File: src/sv/afrc_pkg.sv
// ----------------------------------------------------------------------------
// afrc_pkg: shared types and constants for the API frame receive checker
// Result kinds, the command word passed from front to back, frame constants.
// ----------------------------------------------------------------------------
package afrc_pkg;

  // Default and upper bound of the frame buffer size
  localparam int FRAME_BUF_DEF = 64;
  localparam int FRAME_BUF_MAX = 64;

  // Frame layout
  localparam int DATA_FIRST   = 15;    // first buffered payload position
  localparam int HDR_LEN      = 3;     // start byte plus two length bytes
  localparam int DELIVERY_LEN = 7;     // length of a delivery report frame
  localparam logic [7:0] CSUM_BASE = 8'hFF;

  // Payload count width, sized for the largest frame buffer
  localparam int CNT_W = $clog2(FRAME_BUF_MAX - DATA_FIRST + 1);

  // Command queue depth between front and back
  localparam int CMD_Q_DEPTH = 2;

  typedef enum logic [2:0] {
    KIND_PAYLOAD     = 3'd0,
    KIND_DATA_OK     = 3'd1,
    KIND_DELIVERY_OK = 3'd2,
    KIND_OTHER_OK    = 3'd3,
    KIND_CSUM_ERR    = 3'd4,
    KIND_TOO_LONG    = 3'd5
  } kind_t;

  // One command: a status kind, preceded by count payload words from the store
  typedef struct packed {
    kind_t             kind;
    logic [CNT_W-1:0]  count;
  } cmd_t;

endpackage

File: src/sv/afrc_if.sv
// ----------------------------------------------------------------------------
// afrc_if: valid/ready channels of the API frame receive checker
// Input byte channel and result channel.
// ----------------------------------------------------------------------------
interface afrc_in_if;
  logic       valid;
  logic       ready;
  logic [7:0] rx_byte;
  logic       frame_start;

  modport source (output valid, output rx_byte, output frame_start, input ready);
  modport sink   (input valid, input rx_byte, input frame_start, output ready);
endinterface


File: src/sv/afrc_front.sv
// ----------------------------------------------------------------------------
// afrc_front: frame parser front end
// Tracks position, length and checksum, stores payload, issues commands.
// ----------------------------------------------------------------------------
module afrc_front #(
  parameter int  FRAME_BUF = afrc_pkg::FRAME_BUF_DEF,
  localparam int DEPTH     = FRAME_BUF - afrc_pkg::DATA_FIRST,
  localparam int AW        = (DEPTH > 1) ? $clog2(DEPTH) : 1
) (
  input  logic              clk,
  input  logic              rst_n,
  afrc_in_if.sink           in_ch,
  input  logic              q_full,
  input  logic              drain_done,
  output logic              push,
  output afrc_pkg::cmd_t    push_cmd,
  output logic              ram_we,
  output logic [AW-1:0]     ram_waddr,
  output logic [7:0]        ram_wdata
);

  localparam int CW = afrc_pkg::CNT_W;
  localparam logic [16:0] END_MAX = 17'(FRAME_BUF);
  localparam logic [16:0] HDR     = 17'(afrc_pkg::HDR_LEN);

  logic [6:0]    pos_r, pos_nxt;
  logic [15:0]   len_r, len_nxt;
  logic [7:0]    sum_r, sum_nxt;
  logic [1:0]    zeros_r, zeros_nxt;
  logic          idle_r, idle_nxt;
  logic [CW-1:0] cnt_r, cnt_nxt;
  logic          drain_r, drain_nxt;

  logic          accept;
  logic [6:0]    pos_inc;
  logic [16:0]   end_pos;
  logic [15:0]   full_len;

  // Hold off bytes that could overwrite the store while it is still draining
  assign in_ch.ready = !q_full &&
                       !(drain_r && !idle_r && (pos_r >= 7'(afrc_pkg::DATA_FIRST - 1)));
  assign accept      = in_ch.valid && in_ch.ready;

  assign pos_inc   = pos_r + 7'd1;
  assign end_pos   = {1'b0, len_r} + HDR;
  assign full_len  = {len_r[15:8], in_ch.rx_byte};
  assign ram_waddr = cnt_r[AW-1:0];
  assign ram_wdata = in_ch.rx_byte;

  always_comb begin
    pos_nxt   = pos_r;
    len_nxt   = len_r;
    sum_nxt   = sum_r;
    zeros_nxt = zeros_r;
    idle_nxt  = idle_r;
    cnt_nxt   = cnt_r;
    push      = 1'b0;
    push_cmd  = '{kind: afrc_pkg::KIND_DATA_OK, count: '0};
    ram_we    = 1'b0;

    if (accept) begin
      if (in_ch.frame_start) begin
        pos_nxt   = '0;
        len_nxt   = '0;
        sum_nxt   = '0;
        zeros_nxt = '0;
        cnt_nxt   = '0;
        idle_nxt  = 1'b0;
      end else if (!idle_r) begin
        pos_nxt = pos_inc;
        priority if (pos_inc == 7'd1) begin
          len_nxt = {in_ch.rx_byte, 8'h00};
        end else if (pos_inc == 7'd2) begin
          len_nxt = full_len;
          if (({1'b0, full_len} + HDR) > END_MAX) begin
            idle_nxt      = 1'b1;
            push          = 1'b1;
            push_cmd.kind = afrc_pkg::KIND_TOO_LONG;
          end
        end else if ({10'd0, pos_inc} < end_pos) begin
          sum_nxt = sum_r + in_ch.rx_byte;
          if (in_ch.rx_byte == 8'h00) begin
            zeros_nxt = (zeros_r == 2'd3) ? 2'd3 : zeros_r + 2'd1;
          end else begin
            zeros_nxt = '0;
          end
          if ((pos_inc >= 7'(afrc_pkg::DATA_FIRST)) && (cnt_r < CW'(DEPTH))) begin
            ram_we  = 1'b1;
            cnt_nxt = cnt_r + CW'(1);
          end
        end else begin
          // checksum byte closes the frame
          idle_nxt = 1'b1;
          push     = 1'b1;
          if ((afrc_pkg::CSUM_BASE - sum_r) != in_ch.rx_byte) begin
            push_cmd.kind = afrc_pkg::KIND_CSUM_ERR;
          end else if (len_r == 16'(afrc_pkg::DELIVERY_LEN)) begin
            push_cmd.kind = (zeros_r == 2'd3) ? afrc_pkg::KIND_DELIVERY_OK
                                              : afrc_pkg::KIND_OTHER_OK;
          end else begin
            push_cmd.kind  = afrc_pkg::KIND_DATA_OK;
            push_cmd.count = cnt_r;
          end
        end
      end
    end

    drain_nxt = drain_r;
    if (drain_done) begin
      drain_nxt = 1'b0;
    end
    if (push && (push_cmd.count != '0)) begin
      drain_nxt = 1'b1;
    end
  end

  always_ff @(posedge clk) begin
    if (!rst_n) begin
      pos_r   <= '0;
      len_r   <= '0;
      sum_r   <= '0;
      zeros_r <= '0;
      idle_r  <= 1'b1;
      cnt_r   <= '0;
      drain_r <= 1'b0;
    end else begin
      pos_r   <= pos_nxt;
      len_r   <= len_nxt;
      sum_r   <= sum_nxt;
      zeros_r <= zeros_nxt;
      idle_r  <= idle_nxt;
      cnt_r   <= cnt_nxt;
      drain_r <= drain_nxt;
    end
  end

endmodule

File: src/flat_wrapper.sv
// flat-port wrapper written by rule: the top's interface ports become plain ports
module afrc_front_flat 
#(
  parameter int  FRAME_BUF = afrc_pkg::FRAME_BUF_DEF,
  localparam int DEPTH     = FRAME_BUF - afrc_pkg::DATA_FIRST,
  localparam int AW        = (DEPTH > 1) ? $clog2(DEPTH) : 1
)
  (clk, rst_n, q_full, drain_done, push, push_cmd, ram_we, ram_waddr, ram_wdata, in_ch_valid, in_ch_rx_byte, in_ch_frame_start, in_ch_ready);
  afrc_in_if in_ch_i ();
  input  logic clk;
  input  logic rst_n;
  input  logic q_full;
  input  logic drain_done;
  output logic push;
  output afrc_pkg::cmd_t push_cmd;
  output logic ram_we;
  output logic [AW-1:0] ram_waddr;
  output logic [7:0] ram_wdata;
  input wire logic [$bits(in_ch_i.valid)-1:0] in_ch_valid;
  input wire logic [$bits(in_ch_i.rx_byte)-1:0] in_ch_rx_byte;
  input wire logic [$bits(in_ch_i.frame_start)-1:0] in_ch_frame_start;
  output wire logic [$bits(in_ch_i.ready)-1:0] in_ch_ready;
  assign in_ch_i.valid = in_ch_valid;
  assign in_ch_i.rx_byte = in_ch_rx_byte;
  assign in_ch_i.frame_start = in_ch_frame_start;
  assign in_ch_ready = in_ch_i.ready;
  afrc_front #(.FRAME_BUF(FRAME_BUF)) u_core (.clk(clk), .rst_n(rst_n), .in_ch(in_ch_i), .q_full(q_full), .drain_done(drain_done), .push(push), .push_cmd(push_cmd), .ram_we(ram_we), .ram_waddr(ram_waddr), .ram_wdata(ram_wdata));
endmodule
File: config.mk
export PLATFORM = sky130hd
export DESIGN_NAME = afrc_front_flat
export DESIGN_NICKNAME = d
export VERILOG_FILES = /design/src/sv/afrc_pkg.sv /design/src/sv/afrc_if.sv /design/src/sv/afrc_front.sv /design/src/flat_wrapper.sv
export SDC_FILE = /design/constraint.sdc
export NUM_CORES = 1
export LEC_CHECK = 0
export BUFFER_PORTS_ARGS = -buffer_cell sky130_fd_sc_hd__buf_2
export CAP_MARGIN = 20
export CORE_ASPECT_RATIO = 0.7
export CORE_MARGIN = 2
export CORE_UTILIZATION = 35
export CTS_CLUSTER_DIAMETER = 100
export DETAILED_ROUTE_END_ITERATION = 10
export GPL_TIMING_DRIVEN = 0
export HOLD_SLACK_MARGIN = 0.03
export PLACE_DENSITY_LB_ADDON = 0.05
export SYNTH_ARGS = -nofsm -noshare
export SYNTH_HDL_FRONTEND = slang
export SYNTH_SLANG_ARGS = --single-unit
File: constraint.sdc
create_clock -name clk -period 4.6 [get_ports clk]
set_input_delay 0.69 -clock clk [delete_from_list [all_inputs] [get_ports clk]]
set_output_delay 0.69 -clock clk [all_outputs]
set_load 0.03 [all_outputs]
==> impl_summary.log <==
[metrics] depth of the most critical reg-to-reg path: 15
[metrics] setup repair after global routing missed its margin: no
[metrics] antenna diode count: 0
[metrics] cell types with the largest area share after synthesis: dfxtp_1 28%, ha_1 9.4%, nor2_1 4.7%
[metrics] Row Count: 27
[metrics] Total Routing Usage GR: 18.3%
[metrics] clock tree from TritonCTS: built
[metrics] share of cells above drive strength 1: 19.8%
[metrics] average instance area after synthesis: 8.36 um2
[metrics] drt wl/cell: 15.9 um
[metrics] die area: 9140 um2
[metrics] share of total power in combinational logic: 9.5%
[metrics] syn nets: 388
[metrics] peak supply drop: 0.109 mV
[metrics] clock latency at the later pin of the worst-skew pair: 290 ps
[metrics] routability-driven placement congestion ratio: 0.771
[metrics] minimum clock period after layout: 4270 ps
[metrics] Mapped Area: 2930 um2
[metrics] vias in the first global route: 2434
[metrics] number of enable-type register cells in the synthesized netlist: 0
[metrics] post-detailed-route count of antenna-violating nets: 0
[metrics] total design power: 796 uW
[metrics] 1st-iter DRT viols: 143
[metrics] total power divided by cell area: 233 nW/um2
[metrics] count of port buffers added during placement: 38
[metrics] routed via count divided by cell count: 5.33
[metrics] total number of nets in the final design: 434
[metrics] Peak Freq: 234 MHz
[metrics] actual slew at the worst max-slew pin: 806 ps
[metrics] Worst Hold Depth: 2
[metrics] Max-cap violations: 0
[metrics] crit path DAT: 3580 ps
[metrics] top fanout value on the critical path: 7
[metrics] Area growth syn-to-layout: 16.4%
[metrics] required time worst endpoint: 3910 ps
[metrics] Detailed Routing Iterations Pass 1: 4
[metrics] number of antenna violations at the first check in global routing: 0
[metrics] final period utilization: 92.9%
[metrics] sequential area share after synthesis: 28.0%
[metrics] number of clock sinks seen by CTS: 41
[metrics] CTS hold repair buffers: 0
[metrics] area taken by flip-flops and latches: 821 um2
[metrics] outcome: finished, final reports clean
[metrics] flop2flop setup slack: 1180 ps
[metrics] DRC viols: 0
[metrics] most numerous cell in the Yosys netlist: dfxtp_1
[metrics] worst hold path class: flop to flop
[metrics] worst slew margin relative to its limit: 45.5%
[metrics] power dissipated by switching net loads: 213 uW
[metrics] CP startpoint kind: flop
[metrics] switching part of the total: 26.7%
[metrics] Die Y: 80.6 um
[metrics] Total Wirelength: 7.91 mm
[metrics] final-report hold violation count: 0
[metrics] prevailing post-synth register cell: dfxtp_1
[metrics] maximum number of buffers from clock root to sink: 2
[metrics] area of combinational cells with multiple inputs: 1950 um2
[metrics] Warnings, synthesis: 0
[metrics] CTS root buf: clkbuf_16
[metrics] Die Span X: 113 um
[metrics] total core area: 8010 um2
[metrics] count of state elements after synthesis: 41
[metrics] cells after synthesis: 351
[metrics] maximum number of pins on one net before global-route repair: 15
[metrics] global-route congestion overflow total: 0
[metrics] total negative setup slack: 0 ps
[metrics] count of fill cells added during filler insertion: 833
[metrics] first-pass GRT wire length: 13.0 mm
[metrics] CP Capture Type: output pin
[metrics] final count of pins violating max slew: 0
[metrics] area fraction of the dominant cell type after synthesis: 28.0%
[metrics] post-synth top area cell: dfxtp_1
[metrics] clock-pin slew reported for the worst setup and hold paths after clock tree synthesis: 70 ps
[metrics] Distinct cells, synth: 60
[metrics] internal power of the cells: 583 uW
[metrics] Final HPWL DP: 6.12 mm
[metrics] cts bufs inserted: 5
[metrics] static leakage power: 0.00140 uW
[metrics] count of final setup violators: 0
[metrics] list of most frequent post-synthesis cells: 41 x dfxtp_1, 37 x nor2_1, 22 x a21oi_1, 22 x ha_1, 21 x nand2_1
[metrics] boundary pin count: 40
[metrics] final worst clock skew: 8.43 ps
[metrics] proportion of power drawn by the clock network: 45.6%
[metrics] Post-synth ARST share: 0%
[metrics] H-Tree Level Count: 2
[metrics] starting utilization of the core area: 36.6%
[metrics] via total after detailed routing: 2658
[metrics] critical setup path kind: flop to output pin
[metrics] portion of total power attributed to sequential cells: 45.0%
==> logic make-up (layout without fill, tap and decap cells) <==
family | count (synthesis) | after routing | share of synthesized area, %
and+or+nand+nor | 135 | 135 | 26.1
xor gates and xnor gates | 25 | 25 | 7.98
AOI/OAI and AO/OA | 88 | 88 | 21.0
adders and majority gates | 23 | 23 | 10.1
buffers and inverters | 36 | 83 | 5.84
DFF | 41 | 41 | 28.0
muxes | 3 | 3 | 1.02
==> worst paths after layout <==
kind                               to       startpoint
setup / recovery          push_cmd[4]  u_core.len_r[0]
hold reg to reg       u_core.sum_r[5]  u_core.sum_r[5]
setup reg to reg  u_core.ram_waddr[2]  u_core.len_r[0]
hold / removal        u_core.sum_r[5]  u_core.sum_r[5]
==> sequential cells by signal (all words and copies together), names as in the netlist <==
register          flops
u_core.idle_r         1
u_core.ram_waddr      6
u_core.len_r         16
u_core.drain_r        1
u_core.sum_r          8
u_core.pos_r          7
u_core.zeros_r        2
==> power by group through the flow <==
| stage | combinational [uW] | sequential, uW | clock, uW |
|---|---|---|---|
| after floorplan | 47.7 | 366 | 0 |
| after global placement | 75.2 | 366 | 0 |
| after detailed placement | 75.4 | 366 | 0 |
| after CTS | 75.8 | 358 | 368 |
| after global routing | 83.0 | 358 | 384 |
| final | 75.2 | 358 | 363 |
==> routing by layer <==
metal	routed length [um]	GRT usage (%)	up-vias	share of wire, %
met5	0	0	-	0
met2	3240	26.6	28	41
li1	-	-	1377	-
met3	230	3.62	4	2.9
met1	4390	27.6	1249	55
met4	51	4.02	0	0.64
==> placed cells by master (no fill, tap or decap), types with 7 or more instances in the layout <==
| master | count |
|---|---|
| a21oi_1 | 22 |
| a22o_1 | 7 |
| a22oi_1 | 11 |
| and2_1 | 8 |
| buf_2 | 43 |
| buf_4 | 9 |
| dfxtp_1 | 41 |
| ha_1 | 22 |
| inv_1 | 18 |
| nand2_1 | 21 |
| nand3_1 | 11 |
| nand4_1 | 8 |
| nor2_1 | 36 |
| nor3_1 | 9 |
| nor4_1 | 9 |
| o21ai_0 | 7 |
| xnor2_1 | 12 |
| xor2_1 | 10 |
==> critical path, stage by stage (launching register included) <==
cell and delay (ps):
dfxtp_1 460, inv_1 70, ha_1 260, nor2b_1 200, nand2_1 90, xor2_1 150, ha_1 290, o211ai_1 80
o21ai_0 180, o21ai_1 150, or4_1 670, nor4_4 310, and2_1 170, buf_2 190
==> layout make-up <==
cell class | instances | share of cell area (%)
Clock inverter | 3 | 0.660
Timing Repair Buffer | 39 | 5.79
Multi-Input combinational cell | 274 | 57.1
Clock buffer | 5 | 3.66
Tap cell | 101 | 3.70
Buffer | 18 | 3.04
Inverter | 18 | 1.98
Sequential cell | 41 | 24.0
==> through the flow <==
| stage | hold WS (ps) | cells | cell area (um2) | worst slack, ps | utilization, % |
|---|---|---|---|---|---|
| 2_1_floorplan | 436 | 351 | 2930 | 87.2 | - |
| 3_3_place_gp | 452 | 490 | 3250 | 322 | 40.6 |
| 4_1_cts | 461 | 498 | 3400 | 40.7 | 42.4 |
| 5_1_grt | 495 | 499 | 3410 | 20.7 | 42.6 |
| 6_report | 461 | 499 | 3410 | 327 | 42.6 |
| 3_5_place_dp | 453 | 490 | 3250 | 376 | 40.6 |
==> repair_timing <==
item | in CTS | in global routing
gates resized for setup | 0 | 2
endpoints found under the setup margin | 0 | 9
setup buffers | 0 | 1
Note: power is estimated with default switching activity, not from simulation.
